`config.mk`:
```
export PLATFORM = sky130hd
export DESIGN_NAME = bresenham_line_rasterizer_top
export DESIGN_NICKNAME = d
export VERILOG_FILES = /design/src/rtl/blr_pkg.sv /design/src/rtl/bresenham_line_rasterizer_top.sv /design/src/rtl/blr_cfg_regs.sv /design/src/rtl/blr_walker.sv /design/src/rtl/blr_pixel.sv
export SDC_FILE = /design/constraint.sdc
export NUM_CORES = 1
export LEC_CHECK = 0
export ABC_AREA = 1
export BUFFER_PORTS_ARGS = -buffer_cell sky130_fd_sc_hd__buf_2
export CORE_ASPECT_RATIO = 0.7
export CORE_MARGIN = 2
export CORE_UTILIZATION = 65
export DETAILED_ROUTE_END_ITERATION = 8
export PLACE_DENSITY_LB_ADDON = 0.25
export REMOVE_ABC_BUFFERS = 1
export SLEW_MARGIN = 25
export SYNTH_ARGS = -nofsm -noshare
export SYNTH_HDL_FRONTEND = slang
export SYNTH_SLANG_ARGS = --single-unit
```
`constraint.sdc`:
```
create_clock -name clk -period 10.5 [get_ports clk]
set_input_delay 1.05 -clock clk [delete_from_list [all_inputs] [get_ports clk]]
set_output_delay 1.05 -clock clk [all_outputs]
set_load 0.005 [all_outputs]
```
`src/rtl/blr_pkg.sv`:
```
// Package for the line rasterizer: payload structs, register map, reset values.
// Used by every module of the block; depends on nothing.
`default_nettype none

package blr_pkg;

    localparam int COORD_BITS = 12;
    localparam int DIM_BITS   = 12;
    localparam int COLOR_BITS = 24;
    localparam int ADDR_BITS  = 22;
    localparam int CFG_IDX_BITS  = 2;
    localparam int CFG_DATA_BITS = 24;

    localparam logic [DIM_BITS-1:0]   FRAME_WIDTH_RST  = DIM_BITS'(640);
    localparam logic [DIM_BITS-1:0]   FRAME_HEIGHT_RST = DIM_BITS'(480);
    localparam logic [COLOR_BITS-1:0] LINE_COLOR_RST   = COLOR_BITS'(24'hFFFFFF);
    localparam logic [COLOR_BITS-1:0] ALT_COLOR_RST    = COLOR_BITS'(24'hFF0000);

    typedef enum logic
    {
        CMD_LOAD = 1'b0,
        CMD_STEP = 1'b1
    } cmd_t;

    typedef enum logic [CFG_IDX_BITS-1:0]
    {
        REG_FRAME_WIDTH  = 2'd0,
        REG_FRAME_HEIGHT = 2'd1,
        REG_LINE_COLOR   = 2'd2,
        REG_ALT_COLOR    = 2'd3
    } reg_idx_t;

    typedef struct packed
    {
        cmd_t                          cmd;
        logic signed [COORD_BITS-1:0]  start_x;
        logic signed [COORD_BITS-1:0]  start_y;
        logic signed [COORD_BITS-1:0]  end_x;
        logic signed [COORD_BITS-1:0]  end_y;
        logic                          use_alt_color;
    } line_in_t;

    typedef struct packed
    {
        logic                   pixel_valid;
        logic [ADDR_BITS-1:0]   pixel_address;
        logic [COLOR_BITS-1:0]  pixel_color;
        logic                   line_done;
    } pixel_out_t;

    typedef struct packed
    {
        logic [DIM_BITS-1:0]   frame_width;
        logic [DIM_BITS-1:0]   frame_height;
        logic [COLOR_BITS-1:0] line_color;
        logic [COLOR_BITS-1:0] alt_color;
    } cfg_t;

    // Pixel handed from the walker to the address stage
    typedef struct packed
    {
        logic signed [COORD_BITS-1:0] x;
        logic signed [COORD_BITS-1:0] y;
        logic                         none;
        logic                         done;
        logic                         sel;
    } pend_t;

endpackage

`default_nettype wire

```
`src/rtl/bresenham_line_rasterizer_top.sv`:
```
// Top level of the midpoint line rasterizer: config registers, walker, address stage.
// Depends on blr_pkg, blr_cfg_regs, blr_walker, blr_pixel.
//
// Usage:
//   Input channel (in_valid/in_ready/in_data): a load command sets up a line from
//   two endpoints and yields its first pixel; each step command yields the next
//   pixel. Every accepted command yields exactly one result.
//   Output channel (out_valid/out_ready/out_data): one pixel per transfer with
//   frame address, colour, an in-frame flag and a last-pixel flag.
//   Config port (cfg_we/cfg_index/cfg_data): single-cycle writes, idle time only.
//   Path: the walker's state update is registered in the pending register, then
//   the address multiply and clip in the result register.
//   Throughput: one command per cycle while the receiver does not stall.
//   Reset: config returns to 640x480 with default colours, no line is active and
//   both pipeline registers are empty.
//   Receiver stall: the result holds, a command is still taken into the pending
//   register if it is empty, then in_ready drops until the receiver takes a result.
`default_nettype none

module bresenham_line_rasterizer_top
    import blr_pkg::*;
(
    input  wire logic                     clk,
    input  wire logic                     rst_n,
    input  wire logic                     in_valid,
    output logic                          in_ready,
    input  wire line_in_t                 in_data,
    output logic                          out_valid,
    input  wire logic                     out_ready,
    output pixel_out_t                    out_data,
    input  wire logic                     cfg_we,
    input  wire logic [CFG_IDX_BITS-1:0]  cfg_index,
    input  wire logic [CFG_DATA_BITS-1:0] cfg_data
);

    cfg_t  cfg;
    pend_t pend;
    logic  pend_valid;
    logic  pend_ready;

    blr_cfg_regs u_cfg
    (
        .clk       (clk),
        .rst_n     (rst_n),
        .cfg_we    (cfg_we),
        .cfg_index (cfg_index),
        .cfg_data  (cfg_data),
        .cfg       (cfg)
    );

    blr_walker u_walker
    (
        .clk        (clk),
        .rst_n      (rst_n),
        .in_valid   (in_valid),
        .in_ready   (in_ready),
        .in_data    (in_data),
        .pend_valid (pend_valid),
        .pend_ready (pend_ready),
        .pend       (pend)
    );

    blr_pixel u_pixel
    (
        .clk        (clk),
        .rst_n      (rst_n),
        .pend_valid (pend_valid),
        .pend_ready (pend_ready),
        .pend       (pend),
        .cfg        (cfg),
        .out_valid  (out_valid),
        .out_ready  (out_ready),
        .out_data   (out_data)
    );

endmodule

`default_nettype wire

```
`src/rtl/blr_cfg_regs.sv`:
```
// Configuration registers of the line rasterizer: frame size and colours.
// Depends on blr_pkg.
`default_nettype none

module blr_cfg_regs
    import blr_pkg::*;
(
    input  wire logic                     clk,
    input  wire logic                     rst_n,
    input  wire logic                     cfg_we,
    input  wire logic [CFG_IDX_BITS-1:0]  cfg_index,
    input  wire logic [CFG_DATA_BITS-1:0] cfg_data,
    output cfg_t                          cfg
);

    cfg_t cfg_reg;
    cfg_t cfg_next;

    always_comb
    begin
        cfg_next = cfg_reg;
        if (cfg_we)
        begin
            case (reg_idx_t'(cfg_index))
                REG_FRAME_WIDTH:  cfg_next.frame_width  = cfg_data[DIM_BITS-1:0];
                REG_FRAME_HEIGHT: cfg_next.frame_height = cfg_data[DIM_BITS-1:0];
                REG_LINE_COLOR:   cfg_next.line_color   = cfg_data[COLOR_BITS-1:0];
                REG_ALT_COLOR:    cfg_next.alt_color    = cfg_data[COLOR_BITS-1:0];
                default:          cfg_next = cfg_reg;
            endcase
        end
    end

    always_ff @(posedge clk or negedge rst_n)
    begin
        if (!rst_n)
        begin
            cfg_reg.frame_width  <= FRAME_WIDTH_RST;
            cfg_reg.frame_height <= FRAME_HEIGHT_RST;
            cfg_reg.line_color   <= LINE_COLOR_RST;
            cfg_reg.alt_color    <= ALT_COLOR_RST;
        end
        else
        begin
            cfg_reg <= cfg_next;
        end
    end

    assign cfg = cfg_reg;

endmodule

`default_nettype wire

```
`src/rtl/blr_walker.sv`:
```
// Line walker: endpoint setup on load, one midpoint step per step command.
// Holds the walk state and the pending pixel register. Depends on blr_pkg.
`default_nettype none

module blr_walker
    import blr_pkg::*;
(
    input  wire logic     clk,
    input  wire logic     rst_n,
    input  wire logic     in_valid,
    output logic          in_ready,
    input  wire line_in_t in_data,
    output logic          pend_valid,
    input  wire logic     pend_ready,
    output pend_t         pend
);

    localparam int W  = COORD_BITS;
    localparam int W1 = COORD_BITS + 1;
    localparam int SW = COORD_BITS + 2;
    localparam int DW = COORD_BITS + 3;
    localparam logic [W-1:0] ONE = {{(W-1){1'b0}}, 1'b1};

    logic signed [W-1:0]  cur_x_reg, cur_x_next;
    logic signed [W-1:0]  cur_y_reg, cur_y_next;
    logic signed [W-1:0]  stop_coord_reg, stop_coord_next;
    logic signed [DW-1:0] decision_reg, decision_next;
    logic [SW-1:0]        step_straight_reg, step_straight_next;
    logic signed [SW-1:0] step_diagonal_reg, step_diagonal_next;
    logic                 major_is_y_reg, major_is_y_next;
    logic                 minor_down_reg, minor_down_next;
    logic                 active_reg, active_next;
    logic                 color_select_reg, color_select_next;
    logic                 pend_valid_reg, pend_valid_next;
    pend_t                pend_reg, pend_next;

    logic                 accept;
    logic                 swap;
    logic signed [W-1:0]  sx, sy, ex, ey;
    logic signed [W:0]    dx, dy, ndx, ndy;
    logic [W-1:0]         adx, ady, dmaj, dmin;
    logic                 major_y_ld;
    logic                 diag;
    logic signed [W-1:0]  step_x, step_y;
    logic                 done_ld, done_st;

    assign accept   = in_valid && in_ready;
    assign in_ready = !pend_valid_reg || pend_ready;

    always_comb
    begin
        // setup for a load
        swap = !(in_data.start_x < in_data.end_x);
        sx   = swap ? in_data.end_x   : in_data.start_x;
        sy   = swap ? in_data.end_y   : in_data.start_y;
        ex   = swap ? in_data.start_x : in_data.end_x;
        ey   = swap ? in_data.start_y : in_data.end_y;
        dx   = W1'(in_data.end_x) - W1'(in_data.start_x);
        dy   = W1'(in_data.end_y) - W1'(in_data.start_y);
        ndx  = -dx;
        ndy  = -dy;
        adx  = dx[W] ? ndx[W-1:0] : dx[W-1:0];
        ady  = dy[W] ? ndy[W-1:0] : dy[W-1:0];
        major_y_ld = ady > adx;
        dmaj = major_y_ld ? ady : adx;
        dmin = major_y_ld ? adx : ady;
        done_ld = major_y_ld ? (sy == ey) : (sx == ex);

        // one midpoint step
        diag   = !decision_reg[DW-1];
        step_x = cur_x_reg;
        step_y = cur_y_reg;
        if (major_is_y_reg)
        begin
            step_y = minor_down_reg ? cur_y_reg - ONE : cur_y_reg + ONE;
            if (diag)
            begin
                step_x = cur_x_reg + ONE;
            end
        end
        else
        begin
            step_x = cur_x_reg + ONE;
            if (diag)
            begin
                step_y = minor_down_reg ? cur_y_reg - ONE : cur_y_reg + ONE;
            end
        end
        done_st = major_is_y_reg ? (step_y == stop_coord_reg) : (step_x == stop_coord_reg);

        cur_x_next         = cur_x_reg;
        cur_y_next         = cur_y_reg;
        stop_coord_next    = stop_coord_reg;
        decision_next      = decision_reg;
        step_straight_next = step_straight_reg;
        step_diagonal_next = step_diagonal_reg;
        major_is_y_next    = major_is_y_reg;
        minor_down_next    = minor_down_reg;
        active_next        = active_reg;
        color_select_next  = color_select_reg;
        pend_next          = pend_reg;

        if (accept)
        begin
            case (in_data.cmd)
                CMD_LOAD:
                begin
                    cur_x_next         = sx;
                    cur_y_next         = sy;
                    stop_coord_next    = major_y_ld ? ey : ex;
                    decision_next      = $signed({2'b00, dmin, 1'b0}) - $signed({3'b000, dmaj});
                    step_straight_next = {1'b0, dmin, 1'b0};
                    step_diagonal_next = $signed({1'b0, dmin, 1'b0}) - $signed({1'b0, dmaj, 1'b0});
                    major_is_y_next    = major_y_ld;
                    minor_down_next    = sy > ey;
                    active_next        = !done_ld;
                    color_select_next  = in_data.use_alt_color;
                    pend_next.x        = sx;
                    pend_next.y        = sy;
                    pend_next.none     = 1'b0;
                    pend_next.done     = done_ld;
                    pend_next.sel      = in_data.use_alt_color;
                end
                CMD_STEP:
                begin
                    if (active_reg)
                    begin
                        cur_x_next    = step_x;
                        cur_y_next    = step_y;
                        decision_next = decision_reg + (diag ? DW'(step_diagonal_reg)
                                                             : $signed({1'b0, step_straight_reg}));
                        active_next   = !done_st;
                        pend_next.x    = step_x;
                        pend_next.y    = step_y;
                        pend_next.none = 1'b0;
                        pend_next.done = done_st;
                        pend_next.sel  = color_select_reg;
                    end
                    else
                    begin
                        pend_next.x    = cur_x_reg;
                        pend_next.y    = cur_y_reg;
                        pend_next.none = 1'b1;
                        pend_next.done = 1'b1;
                        pend_next.sel  = color_select_reg;
                    end
                end
                default:
                begin
                    pend_next = pend_reg;
                end
            endcase
        end

        if (accept)
        begin
            pend_valid_next = 1'b1;
        end
        else if (pend_ready)
        begin
            pend_valid_next = 1'b0;
        end
        else
        begin
            pend_valid_next = pend_valid_reg;
        end
    end

    always_ff @(posedge clk or negedge rst_n)
    begin
        if (!rst_n)
        begin
            cur_x_reg         <= '0;
            cur_y_reg         <= '0;
            stop_coord_reg    <= '0;
            decision_reg      <= '0;
            step_straight_reg <= '0;
            step_diagonal_reg <= '0;
            major_is_y_reg    <= 1'b0;
            minor_down_reg    <= 1'b0;
            active_reg        <= 1'b0;
            color_select_reg  <= 1'b0;
            pend_valid_reg    <= 1'b0;
        end
        else
        begin
            cur_x_reg         <= cur_x_next;
            cur_y_reg         <= cur_y_next;
            stop_coord_reg    <= stop_coord_next;
            decision_reg      <= decision_next;
            step_straight_reg <= step_straight_next;
            step_diagonal_reg <= step_diagonal_next;
            major_is_y_reg    <= major_is_y_next;
            minor_down_reg    <= minor_down_next;
            active_reg        <= active_next;
            color_select_reg  <= color_select_next;
            pend_valid_reg    <= pend_valid_next;
        end
    end

    always_ff @(posedge clk)
    begin
        pend_reg <= pend_next;
    end

    assign pend_valid = pend_valid_reg;
    assign pend       = pend_reg;

endmodule

`default_nettype wire

```
`src/rtl/blr_pixel.sv`:
```
// Address stage: frame clipping, x + y*width address, colour pick, result register.
// Depends on blr_pkg.
`default_nettype none

module blr_pixel
    import blr_pkg::*;
(
    input  wire logic     clk,
    input  wire logic     rst_n,
    input  wire logic     pend_valid,
    output logic          pend_ready,
    input  wire pend_t    pend,
    input  wire cfg_t     cfg,
    output logic          out_valid,
    input  wire logic     out_ready,
    output pixel_out_t    out_data
);

    localparam int W  = COORD_BITS;
    localparam int CW = COORD_BITS + DIM_BITS;
    localparam int AW = (CW > ADDR_BITS) ? CW : ADDR_BITS;

    logic          out_valid_reg, out_valid_next;
    pixel_out_t    out_data_reg, out_data_next;

    logic          fire;
    logic [W-1:0]  xu, yu;
    logic          visible;
    logic [CW-1:0] prod;
    logic [AW-1:0] addr;

    assign pend_ready = !out_valid_reg || out_ready;
    assign fire       = pend_valid && pend_ready;

    always_comb
    begin
        xu      = pend.x;
        yu      = pend.y;
        visible = !pend.none && !xu[W-1] && !yu[W-1]
                  && ({{DIM_BITS{1'b0}}, xu} < {{W{1'b0}}, cfg.frame_width})
                  && ({{DIM_BITS{1'b0}}, yu} < {{W{1'b0}}, cfg.frame_height});
        prod    = {{DIM_BITS{1'b0}}, yu} * {{W{1'b0}}, cfg.frame_width};
        addr    = AW'(prod) + AW'(xu);

        out_data_next = out_data_reg;
        if (fire)
        begin
            out_data_next.pixel_valid   = visible;
            out_data_next.pixel_address = visible ? addr[ADDR_BITS-1:0] : '0;
            out_data_next.pixel_color   = !visible ? '0
                                        : (pend.sel ? cfg.alt_color : cfg.line_color);
            out_data_next.line_done     = pend.done;
        end

        if (fire)
        begin
            out_valid_next = 1'b1;
        end
        else if (out_ready)
        begin
            out_valid_next = 1'b0;
        end
        else
        begin
            out_valid_next = out_valid_reg;
        end
    end

    always_ff @(posedge clk or negedge rst_n)
    begin
        if (!rst_n)
        begin
            out_valid_reg <= 1'b0;
        end
        else
        begin
            out_valid_reg <= out_valid_next;
        end
    end

    always_ff @(posedge clk)
    begin
        out_data_reg <= out_data_next;
    end

    assign out_valid = out_valid_reg;
    assign out_data  = out_data_reg;

endmodule

`default_nettype wire

```
; Word-level counts from Yosys, hierarchy flattened
; Index checks and enable logic that the tools add are counted.
[op_classes]
addsub = 11
multipliers = 1
magnitude_cmp = 5
eq_ne = 8
mux = 32
n_bitwise = 1
reduce_logical = 24
[op_table]
columns = cell, count
row1 = $mux 12, 16
row2 = $pmux 27 s2, 1
row3 = $eq 12x12->1, 4
row4 = $pmux 12 s2, 2
row5 = $lt 12x12->1, 3
row6 = $mux 15, 2
row7 = $pmux 15 s2, 1
row8 = $mux 27, 1
row9 = $sub 12x12->13, 2
row10 = $add 12x1->12 const B, 2
row11 = $gt 12x12->1, 2
row12 = $mux 24, 1
row13 = $neg 12->12, 2
row14 = $add 22x12->22, 1
row15 = $mul 12x12->22, 1
row16 = $add 15x15->15, 1
row17 = $sub 13x12->14, 1
row18 = $sub 13x13->14, 1
row19 = $reduce_and 2->1, 6
row20 = $sub 12x1->12 const B, 1
row21 = $logic_not 1->1, 7
row22 = $mux 1, 7
row23 = $logic_and 1x1->1, 6
row24 = $eq 2x2->1 const B, 2
row25 = other kinds (7), 9
[word_totals]
register_bits = 230
input_bits = 81
out_inout_bits = 50
word_cells = 107

; Longest topological paths before layout
[logic_depth]
depth_word = 9
depth_mapped = 42
depth_no_buf = 40

; Modules after synthesis
; From an unflattened synthesis, not the netlist that was laid out.
[hier_totals]
cells_unflattened = 3011
hier_area_um2 = 21922.3
[by_module_without_submodules]
columns = mod, n_inst, cells_per_inst, area_per_inst_um2, seq_area_each_um2
row1 = blr_walker, 1, 1640, 10817.9, 2812.7
row2 = blr_pixel, 1, 1048, 8111.5, 1466.4
row3 = blr_cfg_regs, 1, 323, 2992.9, 1849.3

; Worst setup path after synthesis
; OpenSTA, ideal clock, no wires.
[synth_timing]
path_type = input-to-reg
start = input port in_data[13] (netlist bit)
end = register u_walker.decision_reg[6]
setup_ns = 0.119
arrival_ns = 5.624
required_time_ns = 10.381
setup_slack_ns = 4.757
path_stages = 38
n_path_buf = 2
path_cell_list = inv_1 > ha_1 > fa_1 > inv_1 > nand3_1 > nand2_1 > nand2_1 > nand2_1 > nand2_1 > nand2_1 > nand2_1 > nand2_1 > buf_4 > inv_1 > a31oi_1 > xor2_1 > inv_1 > ha_1 > [... 2 more ...] > inv_1 > nor2_4 > nand2_2 > nand2_4 > nand2_4 > buf_8 > o21ai_2 > inv_1 > fa_1 > o21ai_0 > nand2_1 > nand2_1 > nand3_2 > nand2_1 > nand3_1 > nand3_1 > nand3_1 > o21a_1
[synth_via]
elab_chain_cells = 7
elab_cells_between_ends = 8
classes_between = add/sub (3) / order compare (1) / mux (4)
[synth_lines]
columns = element, line_no
row1 = start: declaration, bresenham_line_rasterizer_top.sv:27  ; input wire line_in_t in_data,
row2 = $sub 12x12->13 *, blr_walker.sv:58  ; dx = W1'(in_data.end_x) - W1'(in_data.start_x);
row3 = $neg 12->12, blr_walker.sv:60  ; ndx = -dx;
row4 = $mux 12 *, blr_walker.sv:62  ; adx = dx[W] ? ndx[W-1:0] : dx[W-1:0];
row5 = $gt 12x12->1, blr_walker.sv:64  ; major_y_ld = ady > adx;
row6 = $mux 12 (on tied branches), "blr_walker.sv:66, blr_walker.sv:65"
row7 = $sub 13x12->14 *, blr_walker.sv:111  ; decision_next = $signed({2'b00, dmin, 1'b0}) - $signed({3'b000, dmaj});
row8 = $pmux 15 s2 *, blr_walker.sv:105  ; case (in_data.cmd)
row9 = end signal: assignment, blr_walker.sv:190  ; decision_reg <= decision_next;
row10 = end: declaration, blr_walker.sv:27  ; logic signed [DW-1:0] decision_reg, decision_next;
; Mark *: on every way between the ends. The rest lies on a longest branch, timed or not.
; A chain may end at the register's enable or synchronous reset.

; Final worst setup path
; Same ends and word-level chain as after synthesis.

==> results.toml <==
[timing]
fin_setup_tns_ps = 0
slew-limit-headroom = 0.347
finClkSkew_ps = 23.6
slew_viol_final = 0
period_needed_ps = 6590
setup_slack_ps = 3910
rsz0062_at_grt = "false"
final.period_utilization = 0.628
worstMarginPinSlew_ps = 974
hold_viol_final = 0
fmax_ghz = 0.152
setup_viol = 0

[power_and_ir_drop]
powerDensity_nw_per_um2 = 327
power.total_uw = 7400
irDropWorstVdd_uv = 595
power.leakage_uw = 0.0121

[global_route]
grt_use_total = 0.359
grt_pass1_vias = 18398
grt_max_degree = 85
grt_antenna_before_repair = 2
grt-ovfl-total = 0
grt_pass1_wl_um = 95600

[clock_network]
cts_root_buffer = "clkbuf_16"
cts_sinks = 228
hold_buffers = 0
htree_levels = 1
postCtsSetupRepairBufs = 0
worstSkewPairLatency_ps = 550
cts_tree = "built"
cts_resized = 0
cts.clk_slew.worst_paths_ps = 60
numCtsBuffers = 24
cts_buffer_depth = 3

[placed_design]
globalplace.congestion = 1.03
dp_slack_ps = 3490
dp_cells = 3278
dpl.hpwl_um = 44700
port_buffers = 130

[final_layout]
fin_util = 0.721
largest_reg_flops = 72
nets = 3230
fillers = 2367
mostFrequentLayoutCell = "nand2_1"
layout_common_cells = "nand2_1 (789), inv_1 (481), o21ai_0 (231)"
area_growth_pct = 8.11
final_cells = 3323
drive_gt1_frac = 0.103

[routing]
vias = 19124
drt-total-wl_um = 59300
drt_iter0_markers = 2387
drt_drc_violations_left = 0
routed_via_density = 5.76
wl_per_cell_um = 17.8
antenna_left = 0
dr.pass1.iters = 7

[synth]
synth_seq_cells = 228
synthFlopType = "dfrtp_1"
yosys_warnings = 0
syn_area_um2 = 20900
synth_enable_flop_cells = 75
syn_inst = 2812
seq_area_frac_synth = 0.293
yosysUniqueCellTypes = 59
async_flop_share = 0.671
syn_avg_cell_area_um2 = 7.45

[die]
die_h_um = 154
fp.dieW_um = 219
core_area_um2 = 31400
start_util = 0.667
fp-row-count = 54
dieArea_um2 = 33700
num_io_pins = 131

[critical_path]
crit_fanout = 57
crit_required_ps = 10930
path_class = "in -> reg"
cp-start-kind = "input pin"
slowest_delay_ps = 570
crit_top_cell = "nand2_1"
arrival_ps = 7020
cp_slowest_cell = "nand2_4"
cp-end-kind = "flip-flop"

[min_path]
hold_class = "reg -> reg"

[run_status]
status = "completed"

[job]
cap_viol_max_count = 0
[critical path, delay by kind of cell]
kind            cells  cell delay, ps
compound gates      4             650
xor+xnor            1             250
fa+ha+maj           4            1420
buf+inv             7             690
simple gates       21            2930
[area by class of cell]
type                            instances  area (um2)  area share
Tap cell                              420         526      0.0232
Antenna cell                            1        2.50    0.000111
Sequential cell                       228        6130       0.271
Multi-Input combinational cell       1985       12500       0.554
Clock inverter                          7        81.3     0.00359
Clock buffer                           37         719      0.0318
Timing Repair Buffer                  144         766      0.0338
Inverter                              501        1880      0.0831
[worst paths after layout]
check | startpoint | endpoint | slack (ps) | cells past startpoint
min in group asynchronous | rst_n | u_pixel.out_valid | 510 | 1
min | u_walker.pend[1] | u_pixel.out_data[0] | 430 | 0
min reg2reg | u_walker.pend[1] | u_pixel.out_data[0] | 430 | 0
max in group asynchronous | rst_n | u_walker.decision_reg[9] | 8800 | 2
max reg2reg | u_walker.pend[9] | u_pixel.out_data[45] | 3980 | 33
max | in_data[13] | u_walker.decision_reg[6] | 3910 | 37
[cells by family after synthesis]
family,after synthesis,share of synthesized area
xor gates and xnor gates,65,0.0281
DFF,228,0.293
AOI/OAI and AO/OA,459,0.125
buffers and inverters,599,0.110
adders and majority gates,265,0.200
and+or+nand+nor,1172,0.234
muxes,24,0.0115
[through the flow]
step	hold WS, ps	instance area, um2
global placement	417	21800
CTS	427	22600
global route	430	22600
finish	427	22600
floorplan	400	20500
detailed placement	412	21800
[synthesized netlist by cell type, types with 21 or more instances]
cell | count | area share
mux2i_1 | 24 | 0.011
nand3_1 | 138 | 0.033
nor2_1 | 146 | 0.026
o211ai_1 | 30 | 0.011
o21ai_0 | 231 | 0.055
dfrtp_1 | 115 | 0.14
edfxtp_1 | 75 | 0.11
inv_1 | 482 | 0.086
ha_1 | 150 | 0.090
nand4_1 | 21 | 0.0063
fa_1 | 115 | 0.11
dfstp_2 | 38 | 0.048
o21ai_1 | 21 | 0.0050
xor2_1 | 49 | 0.020
a21oi_1 | 100 | 0.024
nand2_1 | 789 | 0.14
clkbuf_1 | 82 | 0.015
[per-layer routing]
| layer | track usage | up-vias | wire (um) |
|---|---|---|---|
| met5 | 0 | - | 0 |
| met4 | 0.0949 | 0 | 1570 |
| met3 | 0.0547 | 134 | 5740 |
| met2 | 0.555 | 982 | 25700 |
| met1 | 0.529 | 8926 | 26300 |
| li1 | - | 9082 | - |
[power breakdown]
part / leakage, uW / total (uW) / internal, uW / switching, uW
Clock: 0.000395 / 883 / 500 / 382
Sequential: 0.00254 / 1420 / 1190 / 234
Combinational: 0.00916 / 5090 / 1860 / 3230
Total: 0.0121 / 7400 / 3550 / 3840
Power figures use the tool's default switching activity.
